==> config.mk <==
export PLATFORM = sky130hd
export DESIGN_NAME = mip_chain_subresource_address
export DESIGN_NICKNAME = d
export VERILOG_FILES = /design/src/rtl/core/mcsa_pkg.sv /design/src/rtl/core/mcsa_csr.sv /design/src/rtl/core/mcsa_ctrl.sv /design/src/rtl/core/mcsa_dp.sv /design/src/rtl/core/mip_chain_subresource_address.sv
export SDC_FILE = /design/constraint.sdc
export NUM_CORES = 2
export LEC_CHECK = 0
export ABC_CLOCK_PERIOD_IN_PS = 13300
export BUFFER_PORTS_ARGS = -buffer_cell sky130_fd_sc_hd__buf_2
export CAP_MARGIN = 20
export CORE_MARGIN = 4
export CORE_UTILIZATION = 35
export DETAILED_ROUTE_END_ITERATION = 16
export GPL_ROUTABILITY_DRIVEN = 0
export HOLD_SLACK_MARGIN = 0.02
export SETUP_SLACK_MARGIN = 0.1
export SLEW_MARGIN = 20
export SYNTH_ARGS = -nofsm -noshare
export SYNTH_HDL_FRONTEND = slang
export SYNTH_HIERARCHICAL = 1
export SYNTH_SLANG_ARGS = --single-unit
==> constraint.sdc <==
create_clock -name clock -period 13.3 [get_ports clock]
set_clock_uncertainty 0.15 [all_clocks]
set_input_delay 0.665 -clock clock [delete_from_list [all_inputs] [get_ports clock]]
set_output_delay 0.665 -clock clock [all_outputs]
set_load 0.01 [all_outputs]
==> src/rtl/core/mcsa_pkg.sv <==
package mcsa_pkg;

   // field widths
   localparam int unsigned BASE_W   = 15;
   localparam int unsigned DEPTH_W  = 12;
   localparam int unsigned MIP_W    = 4;
   localparam int unsigned COUNT_W  = 12;
   localparam int unsigned IDX_W    = 11;
   localparam int unsigned SLICE_W  = 12;
   localparam int unsigned SUB_W    = 15;
   localparam int unsigned OFF_W    = 32;
   localparam int unsigned AREA_W   = 2 * BASE_W;
   localparam int unsigned TEXELS_W = 29;

   // layout constants
   localparam int unsigned LEVEL_LIMIT      = 15;
   localparam int unsigned MIN_SLICE_TEXELS = 4;

   // divider steps for the slice wrap: one quotient bit per step
   localparam int unsigned DIV_STEPS = SLICE_W;
   localparam int unsigned DIV_CNT_W = $clog2(DIV_STEPS + 1);

   // register file
   localparam int unsigned APB_ADDR_W = 5;
   localparam int unsigned APB_DATA_W = 32;
   localparam int unsigned REG_IDX_W  = 3;

   localparam logic [REG_IDX_W-1:0] REG_BASE_WIDTH     = 3'd0;
   localparam logic [REG_IDX_W-1:0] REG_BASE_HEIGHT    = 3'd1;
   localparam logic [REG_IDX_W-1:0] REG_BASE_DEPTH     = 3'd2;
   localparam logic [REG_IDX_W-1:0] REG_REQUESTED_MIPS = 3'd3;
   localparam logic [REG_IDX_W-1:0] REG_ARRAY_COUNT    = 3'd4;

   typedef struct packed {
      logic [IDX_W-1:0]   layer_index;
      logic [MIP_W-1:0]   level;
      logic [SLICE_W-1:0] slice_index;
   } req_type;

   typedef struct packed {
      logic                ok;
      logic [SUB_W-1:0]    subresource_number;
      logic [OFF_W-1:0]    subresource_offset;
      logic [BASE_W-1:0]   lod_width;
      logic [BASE_W-1:0]   lod_height;
      logic [DEPTH_W-1:0]  lod_depth;
      logic [OFF_W-1:0]    slice_offset;
      logic [TEXELS_W-1:0] slice_texels;
      logic [MIP_W-1:0]    mip_count;
   } rsp_type;

   typedef struct packed {
      logic [BASE_W-1:0]  base_width;
      logic [BASE_W-1:0]  base_height;
      logic [DEPTH_W-1:0] base_depth;
      logic [MIP_W-1:0]   requested_mips;
      logic [COUNT_W-1:0] array_count;
   } cfg_type;

   // controller to datapath
   typedef struct packed {
      logic load;
      logic reject;
      logic area;
      logic size;
      logic mul;
      logic finish;
   } cmd_type;

   // datapath to controller
   typedef struct packed {
      logic in_range;
      logic last_level;
      logic div_done;
   } sts_type;

   typedef enum logic [2:0] {
      ST_IDLE,
      ST_CHECK,
      ST_AREA,
      ST_SIZE,
      ST_MUL,
      ST_FINISH
   } state_type;

endpackage

==> src/rtl/core/mcsa_csr.sv <==
module mcsa_csr import mcsa_pkg::*; (
   input  logic                  clock,
   input  logic                  reset,
   input  logic                  psel,
   input  logic                  penable,
   input  logic                  pwrite,
   input  logic [APB_ADDR_W-1:0] paddr,
   input  logic [APB_DATA_W-1:0] pwdata,
   output logic [APB_DATA_W-1:0] prdata,
   output logic                  pready,
   output cfg_type               cfg
);

   cfg_type             cfg_ff;
   cfg_type             cfg_in;
   logic                wr_en;
   logic [REG_IDX_W-1:0] reg_idx;

   assign pready  = 1'b1;
   assign wr_en   = psel & penable & pwrite;
   assign reg_idx = paddr[APB_ADDR_W-1:2];
   assign cfg     = cfg_ff;

   // register write decode; unknown indexes are dropped
   always_comb begin
      cfg_in = cfg_ff;
      if (wr_en) begin
         unique case (reg_idx)
            REG_BASE_WIDTH:     cfg_in.base_width     = pwdata[BASE_W-1:0];
            REG_BASE_HEIGHT:    cfg_in.base_height    = pwdata[BASE_W-1:0];
            REG_BASE_DEPTH:     cfg_in.base_depth     = pwdata[DEPTH_W-1:0];
            REG_REQUESTED_MIPS: cfg_in.requested_mips = pwdata[MIP_W-1:0];
            REG_ARRAY_COUNT:    cfg_in.array_count    = pwdata[COUNT_W-1:0];
            default:            cfg_in                = cfg_ff;
         endcase
      end
   end

   always_ff @(posedge clock) begin
      if (reset) begin
         cfg_ff.base_width     <= BASE_W'(1);
         cfg_ff.base_height    <= BASE_W'(1);
         cfg_ff.base_depth     <= DEPTH_W'(1);
         cfg_ff.requested_mips <= '0;
         cfg_ff.array_count    <= COUNT_W'(1);
      end else begin
         cfg_ff <= cfg_in;
      end
   end

   // read mux
   always_comb begin
      unique case (reg_idx)
         REG_BASE_WIDTH:     prdata = APB_DATA_W'(cfg_ff.base_width);
         REG_BASE_HEIGHT:    prdata = APB_DATA_W'(cfg_ff.base_height);
         REG_BASE_DEPTH:     prdata = APB_DATA_W'(cfg_ff.base_depth);
         REG_REQUESTED_MIPS: prdata = APB_DATA_W'(cfg_ff.requested_mips);
         REG_ARRAY_COUNT:    prdata = APB_DATA_W'(cfg_ff.array_count);
         default:            prdata = '0;
      endcase
   end

endmodule

==> src/rtl/core/mcsa_ctrl.sv <==
module mcsa_ctrl import mcsa_pkg::*; (
   input  logic    clock,
   input  logic    reset,
   input  logic    start,
   output logic    busy,
   input  sts_type sts,
   output cmd_type cmd
);

   state_type state_ff;
   state_type state_in;

   always_ff @(posedge clock) begin
      if (reset) begin
         state_ff <= ST_IDLE;
      end else begin
         state_ff <= state_in;
      end
   end

   assign busy = (state_ff != ST_IDLE);

   // next state and datapath commands
   always_comb begin
      state_in = state_ff;
      cmd      = '0;
      unique case (state_ff)
         ST_IDLE: begin
            if (start) begin
               cmd.load = 1'b1;
               state_in = ST_CHECK;
            end
         end
         ST_CHECK: begin
            if (sts.in_range) begin
               state_in = ST_AREA;
            end else begin
               cmd.reject = 1'b1;
               state_in   = ST_IDLE;
            end
         end
         ST_AREA: begin
            cmd.area = 1'b1;
            state_in = ST_SIZE;
         end
         ST_SIZE: begin
            cmd.size = 1'b1;
            state_in = sts.last_level ? ST_MUL : ST_AREA;
         end
         ST_MUL: begin
            cmd.mul  = 1'b1;
            state_in = ST_FINISH;
         end
         ST_FINISH: begin
            // hold until the slice remainder is out
            if (sts.div_done) begin
               cmd.finish = 1'b1;
               state_in   = ST_IDLE;
            end
         end
         default: state_in = ST_IDLE;
      endcase
   end

endmodule

==> src/rtl/core/mcsa_dp.sv <==
module mcsa_dp import mcsa_pkg::*; #(
   parameter int unsigned LEVEL_CAP   = LEVEL_LIMIT,
   parameter int unsigned SLICE_FLOOR = MIN_SLICE_TEXELS
) (
   input  logic    clock,
   input  logic    reset,
   input  cfg_type cfg,
   input  req_type req_data,
   input  cmd_type cmd,
   output sts_type sts,
   output logic    rsp_valid,
   output rsp_type rsp_data
);

   // base dimension shifted down by a level, never below one
   function automatic logic [BASE_W-1:0] dim_at(input logic [BASE_W-1:0] base,
                                                input logic [MIP_W-1:0]  lvl);
      logic [BASE_W-1:0] v;
      v = base >> lvl;
      return (v == '0) ? BASE_W'(1) : v;
   endfunction

   // request fields
   logic [IDX_W-1:0]     idx_ff;
   logic [MIP_W-1:0]     lvl_ff;
   // slice divider
   logic [SLICE_W-1:0]   z_ff;
   logic [SLICE_W-1:0]   rem_ff;
   logic [DIV_CNT_W-1:0] div_cnt_ff;
   // mip walk
   logic [MIP_W-1:0]     m_ff;
   logic [AREA_W-1:0]    area_ff;
   logic [OFF_W-1:0]     layer_ff;
   logic [OFF_W-1:0]     pre_ff;
   // final products
   logic [OFF_W-1:0]     prod_ff;
   logic [AREA_W-1:0]    area_lvl_ff;
   logic [SUB_W-1:0]     subnum_ff;
   // result
   rsp_type              rsp_ff;
   logic                 rsp_valid_ff;

   logic [BASE_W-1:0]    max_wh;
   logic [BASE_W-1:0]    max_dim;
   logic [MIP_W-1:0]     mips;
   logic [BASE_W-1:0]    w_m, h_m, d_m_full;
   logic [BASE_W-1:0]    w_l, h_l, d_l_full;
   logic [DEPTH_W-1:0]   d_m, d_l;
   logic [AREA_W-1:0]    area_min;
   logic [OFF_W-1:0]     sub_size;
   logic [SLICE_W:0]     div_trial;
   logic [SLICE_W:0]     div_diff;

   // mip count: bit width of the largest dimension, capped
   always_comb begin
      max_wh  = (cfg.base_width > cfg.base_height) ? cfg.base_width : cfg.base_height;
      max_dim = (max_wh > BASE_W'(cfg.base_depth)) ? max_wh : BASE_W'(cfg.base_depth);
      mips = '0;
      for (int i = 0; i < BASE_W; i++) begin
         if (max_dim[i]) mips = MIP_W'(i + 1);
      end
      if ((cfg.requested_mips != '0) && (cfg.requested_mips < mips))
         mips = cfg.requested_mips;
      if (32'(mips) > LEVEL_CAP)
         mips = MIP_W'(LEVEL_CAP);
   end

   // dimensions at the walk level and at the requested level
   assign w_m      = dim_at(cfg.base_width, m_ff);
   assign h_m      = dim_at(cfg.base_height, m_ff);
   assign d_m_full = dim_at(BASE_W'(cfg.base_depth), m_ff);
   assign d_m      = d_m_full[DEPTH_W-1:0];
   assign w_l      = dim_at(cfg.base_width, lvl_ff);
   assign h_l      = dim_at(cfg.base_height, lvl_ff);
   assign d_l_full = dim_at(BASE_W'(cfg.base_depth), lvl_ff);
   assign d_l      = d_l_full[DEPTH_W-1:0];

   // subresource size from the registered area
   always_comb begin
      logic [AREA_W+DEPTH_W-1:0] full;
      area_min = (area_ff < AREA_W'(SLICE_FLOOR)) ? AREA_W'(SLICE_FLOOR) : area_ff;
      full     = (AREA_W+DEPTH_W)'(area_min) * (AREA_W+DEPTH_W)'(d_m);
      sub_size = full[OFF_W-1:0];
   end

   // restoring divider step
   assign div_trial = {rem_ff, z_ff[SLICE_W-1]};
   assign div_diff  = div_trial - (SLICE_W+1)'(d_l);

   // status
   assign sts.in_range   = (COUNT_W'(idx_ff) < cfg.array_count) && (lvl_ff < mips);
   assign sts.last_level = (m_ff == (mips - MIP_W'(1)));
   assign sts.div_done   = (div_cnt_ff == '0);

   // request capture and slice divider
   always_ff @(posedge clock) begin
      if (cmd.load) begin
         idx_ff <= req_data.layer_index;
         lvl_ff <= req_data.level;
         z_ff   <= req_data.slice_index;
         rem_ff <= '0;
      end else if (div_cnt_ff != '0) begin
         z_ff   <= {z_ff[SLICE_W-2:0], 1'b0};
         rem_ff <= div_diff[SLICE_W] ? div_trial[SLICE_W-1:0] : div_diff[SLICE_W-1:0];
      end
   end

   always_ff @(posedge clock) begin
      if (reset) begin
         div_cnt_ff <= '0;
      end else if (cmd.load) begin
         div_cnt_ff <= DIV_CNT_W'(DIV_STEPS);
      end else if (div_cnt_ff != '0) begin
         div_cnt_ff <= div_cnt_ff - DIV_CNT_W'(1);
      end
   end

   // mip walk: an area step then a size step for each level
   always_ff @(posedge clock) begin
      if (cmd.load) begin
         m_ff     <= '0;
         layer_ff <= '0;
         pre_ff   <= '0;
      end else if (cmd.size) begin
         m_ff     <= m_ff + MIP_W'(1);
         layer_ff <= layer_ff + sub_size;
         if (m_ff < lvl_ff) pre_ff <= pre_ff + sub_size;
      end
      if (cmd.area) area_ff <= AREA_W'(w_m) * AREA_W'(h_m);
   end

   // layer product, area of the requested mip, subresource number
   always_ff @(posedge clock) begin
      logic [IDX_W+OFF_W-1:0]   p_layer;
      logic [IDX_W+MIP_W-1:0]   p_sub;
      if (cmd.mul) begin
         p_layer     = (IDX_W+OFF_W)'(idx_ff) * (IDX_W+OFF_W)'(layer_ff);
         p_sub       = (IDX_W+MIP_W)'(idx_ff) * (IDX_W+MIP_W)'(mips);
         prod_ff     <= p_layer[OFF_W-1:0];
         area_lvl_ff <= AREA_W'(w_l) * AREA_W'(h_l);
         subnum_ff   <= p_sub[SUB_W-1:0] + SUB_W'(lvl_ff);
      end
   end

   // result register
   always_ff @(posedge clock) begin
      logic [AREA_W+SLICE_W-1:0] p_slice;
      if (cmd.reject) begin
         rsp_ff <= '0;
      end else if (cmd.finish) begin
         p_slice                   = (AREA_W+SLICE_W)'(area_lvl_ff) *
                                     (AREA_W+SLICE_W)'(rem_ff);
         rsp_ff.ok                 <= 1'b1;
         rsp_ff.subresource_number <= subnum_ff;
         rsp_ff.subresource_offset <= prod_ff + pre_ff;
         rsp_ff.lod_width          <= w_l;
         rsp_ff.lod_height         <= h_l;
         rsp_ff.lod_depth          <= d_l;
         rsp_ff.slice_offset       <= p_slice[OFF_W-1:0];
         rsp_ff.slice_texels       <= area_lvl_ff[TEXELS_W-1:0];
         rsp_ff.mip_count          <= mips;
      end
   end

   always_ff @(posedge clock) begin
      if (reset) begin
         rsp_valid_ff <= 1'b0;
      end else begin
         rsp_valid_ff <= cmd.reject | cmd.finish;
      end
   end

   assign rsp_valid = rsp_valid_ff;
   assign rsp_data  = rsp_ff;

endmodule

==> src/rtl/core/mip_chain_subresource_address.sv <==
// Channel  Ports                                     Handshake
// request  start, busy, req_data                     taken when start & !busy
// response rsp_valid, rsp_data                       one-cycle strobe, no back-pressure
// config   psel penable pwrite paddr pwdata prdata   APB, pready tied high
//
// A request runs the mip walk, an area state and a size state per level, while
// the 12-step slice divider runs beside it. Out-of-range requests are answered
// from the check state without the walk.
// Reset is synchronous; registers return to width/height/depth 1, full chain,
// one layer. The receiver cannot stall; busy drops as the response shows.
module mip_chain_subresource_address import mcsa_pkg::*; #(
   parameter int unsigned LEVEL_CAP   = LEVEL_LIMIT,
   parameter int unsigned SLICE_FLOOR = MIN_SLICE_TEXELS
) (
   input  logic                  clock,
   input  logic                  reset,
   // request
   input  logic                  start,
   output logic                  busy,
   input  req_type               req_data,
   // response
   output logic                  rsp_valid,
   output rsp_type               rsp_data,
   // register port
   input  logic                  psel,
   input  logic                  penable,
   input  logic                  pwrite,
   input  logic [APB_ADDR_W-1:0] paddr,
   input  logic [APB_DATA_W-1:0] pwdata,
   output logic [APB_DATA_W-1:0] prdata,
   output logic                  pready
);

   cfg_type cfg;
   cmd_type cmd;
   sts_type sts;

   mcsa_csr u_csr (
      .clock   (clock),
      .reset   (reset),
      .psel    (psel),
      .penable (penable),
      .pwrite  (pwrite),
      .paddr   (paddr),
      .pwdata  (pwdata),
      .prdata  (prdata),
      .pready  (pready),
      .cfg     (cfg)
   );

   mcsa_ctrl u_ctrl (
      .clock (clock),
      .reset (reset),
      .start (start),
      .busy  (busy),
      .sts   (sts),
      .cmd   (cmd)
   );

   mcsa_dp #(
      .LEVEL_CAP   (LEVEL_CAP),
      .SLICE_FLOOR (SLICE_FLOOR)
   ) u_dp (
      .clock     (clock),
      .reset     (reset),
      .cfg       (cfg),
      .req_data  (req_data),
      .cmd       (cmd),
      .sts       (sts),
      .rsp_valid (rsp_valid),
      .rsp_data  (rsp_data)
   );

endmodule
==> run metrics <==
status finished, final reports clean; unrepaired setup endpoints after global routing false; clock root buffer master clkbuf_16; Seq pwr share 0.143; initial antenna violation count 4; top post-synthesis cells by count nand2_1, inv_1, fa_1, nor2_1, ha_1; critical-path maximum fanout 32; final wirelength about 200000 um; die height ~450 um; WS Path Type reg2reg; CTS HTree Levels 2; vias in the first global route between 50000 and 60000; Clock power frac 0.117; global-route wire length before repair just over 300000 um; DRC violations left 0; DR vias around 53000; io pins 260; Yosys cell types between 100 and 150; startpoint types flip-flop; core area about 0.19 mm2; post-CTS setup buffers 0; flop and latch count out of synthesis 435; GR Overflow Total 0; slew margin rel. 0.1951; setup tns final 0 ns; initial drt markers 3746; Post-synth ARST share 0; Placement Setup Slack between 2 and 2.5 ns; Slew Limit Fails 0; Sw Pwr between 6 and 7 mW; vias per std cell 5.192; setup ws final ~2.2 ns; CTS clk-pin slew, worst paths about 0.07 ns; switching share of power 0.4943; hpwl dp ~150000 um; Max Cap Violations 0; Clock Latency Late Sink about 0.69 ns; Synth Flop Type dfxtp_1; critical path's top delay family compound AO/OA/AOI/OAI gates; synthesized area per cell 8.832 um2; Leakage around 32 nW; worst hold path class in2reg; setup violators final 0; initial core utilization 0.3528; Synth Cell Area 0.06724 mm2; global router's overall resource usage 0.1979; Seq/Total Area, Yosys 0.1495; worst path bufs/invs 4; synth top area cells fa_1, ha_1, dfxtp_1; Die Width 446.3 um; die area ~0.20 mm2; Final Critical Period ~11 ns; slowest library cell on the worst path dfxtp_1; fin nets just over 9000; Syn Inst Count between 7000 and 8000; power per cell area around 190 mW/mm2; Final Hold Vio Count 0; crit path DAT about 11 ns; layout cells sized above 1 0.07424; worst slew pin tran about 1.2 ns; clock buffer depth 3; f_max between 90 and 100 MHz; port bufs between 200 and 250; CTS sink cnt between 400 and 500; Pint between 6 and 7 mW; wire length per cell around 19 um; Area Overhead vs Synth 8.286%; fin crit share 0.8328; DRT Pass-1 Iters 6; Logic pwr share 0.740; TritonCTS clock tree built; post-synth top area cell fa_1; cell with the most instances after synthesis nand2_1; Crit path largest cell delay 0.66 ns; Worst VDD drop between 0.3 and 0.4 mV; CP Capture Type flip-flop; row cnt 160; Req. time, crit path around 14 ns; Detail Route Antenna Nets 0; top-area cell type share of the netlist area 0.3138; Num CTS Buffers 54; EDFF count, synth 134; Synth Warn # 6; pin count of the biggest net entering global routing 146
[cell type report]
cell class / instances / area [um2]
fill: 19103 / 117800
multi-input combinational: 5664 / 51480
sequential: 435 / 10050
inverter: 1106 / 4151
tap: 2511 / 3142
timing repair buffer: 344 / 2092
clock buffer: 69 / 1469
clock inverter: 33 / 411.6
antenna: 3 / 7.507
[routing by layer]
metal	vias to the layer above	global-route usage	part of all wire
li1	24177	-	-
met1	26387	0.2523	0.41
met2	1841	0.3288	0.46
met3	375	0.02905	0.065
met4	0	0.09731	0.058
met5	-	0	0
[state kept, by name, summed over array words and instances, names as in the netlist]
register,flops
u_ctrl/state_ff,3
u_dp/m_ff,4
u_dp/area_lvl_ff,30
u_dp/div_cnt_ff,4
u_dp/rsp_data,155
u_dp/lvl_ff,4
u_dp/idx_ff,11
u_dp/subnum_ff,15
u_csr/cfg,58
u_dp/pre_ff,32
u_dp/layer_ff,32
u_dp/z_ff,12
u_dp/prod_ff,32
u_dp/rem_ff,12
u_dp/area_ff,30
u_dp/rsp_valid,1
[logic make-up (layout without fill, tap and decap cells)]
kind of cell | count (synthesis) | after routing | synth area share
and+or+nand+nor | 2604 | 2604 | 0.1752
adders and majority gates | 1575 | 1575 | 0.4108
buffers and inverters | 1530 | 1552 | 0.08813
AOI/OAI and AO/OA | 857 | 857 | 0.08340
DFF | 435 | 435 | 0.1495
muxes | 339 | 339 | 0.05741
xor gates and xnor gates | 271 | 271 | 0.03550
other | 2 | 21 | 0.0001117
[path summary, 6_finish.rpt]
| kind | slack, ns | end | start | depth (start not counted) |
|---|---|---|---|---|
| max | 2.22 | u_dp/subnum_ff[13]$_DFFE_PP_ | u_csr/cfg[37]$_SDFFE_PP0P_ | 42 |
| min | 0.13 | u_dp/z_ff[0]$_SDFFCE_PN0P_ | req_data[0] | 2 |
| max reg2reg | 2.22 | u_dp/subnum_ff[13]$_DFFE_PP_ | u_csr/cfg[37]$_SDFFE_PP0P_ | 42 |
| min reg2reg | 0.32 | u_dp/rsp_data[154]$_SDFFE_PP0P_ | u_dp/rsp_data[154]$_SDFFE_PP0P_ | 2 |
[power by group through the flow]
| stage | clock (mW) | combinational [mW] | sequential (mW) |
|---|---|---|---|
| 5_1_grt | 1.68 | 11.4 | 1.96 |
| 3_5_place_dp | 0 | 10.0 | 1.96 |
| 3_3_place_gp | 0 | 9.80 | 1.96 |
| 2_1_floorplan | 0 | 7.54 | 1.87 |
| 4_1_cts | 1.64 | 10.1 | 1.94 |
| 6_report | 1.59 | 10.0 | 1.93 |
[through the flow]
step	power, mW	instance area [um2]	cells	util	hold slack (ns)
floorplan	9.406	67300	7629	-	0.3035
global placement	11.76	70760	10046	0.3713	0.2930
detailed placement	11.98	70760	10046	0.3713	0.3053
CTS	13.65	72770	10161	0.3818	0.07451
global route	15.02	72810	10165	0.3820	0.1064
finish	13.55	72810	10165	0.3820	0.1305
[layout by cell type, fill, tap and decap left out, types with 204 or more instances in the layout]
master / synthesis / final
nand2_1: 1241 / 1241
nor2_1: 524 / 520
a21oi_1: 272 / 270
ha_1: 521 / 521
mux2i_1: 281 / 281
fa_1: 1054 / 1054
inv_1: 1103 / 1103
xnor2_1: 204 / 204
and2_1: 277 / 277
buf_2: 29 / 222
dfxtp_1: 301 / 298
[what timing repair did]
| item | in CTS | in global routing |
|---|---|---|
| resized for setup | 0 | 0 |
| endpoints found under the hold margin | 13 | 0 |
| hold buffers | 13 | 0 |
Note: power is estimated with default switching activity, not from simulation.
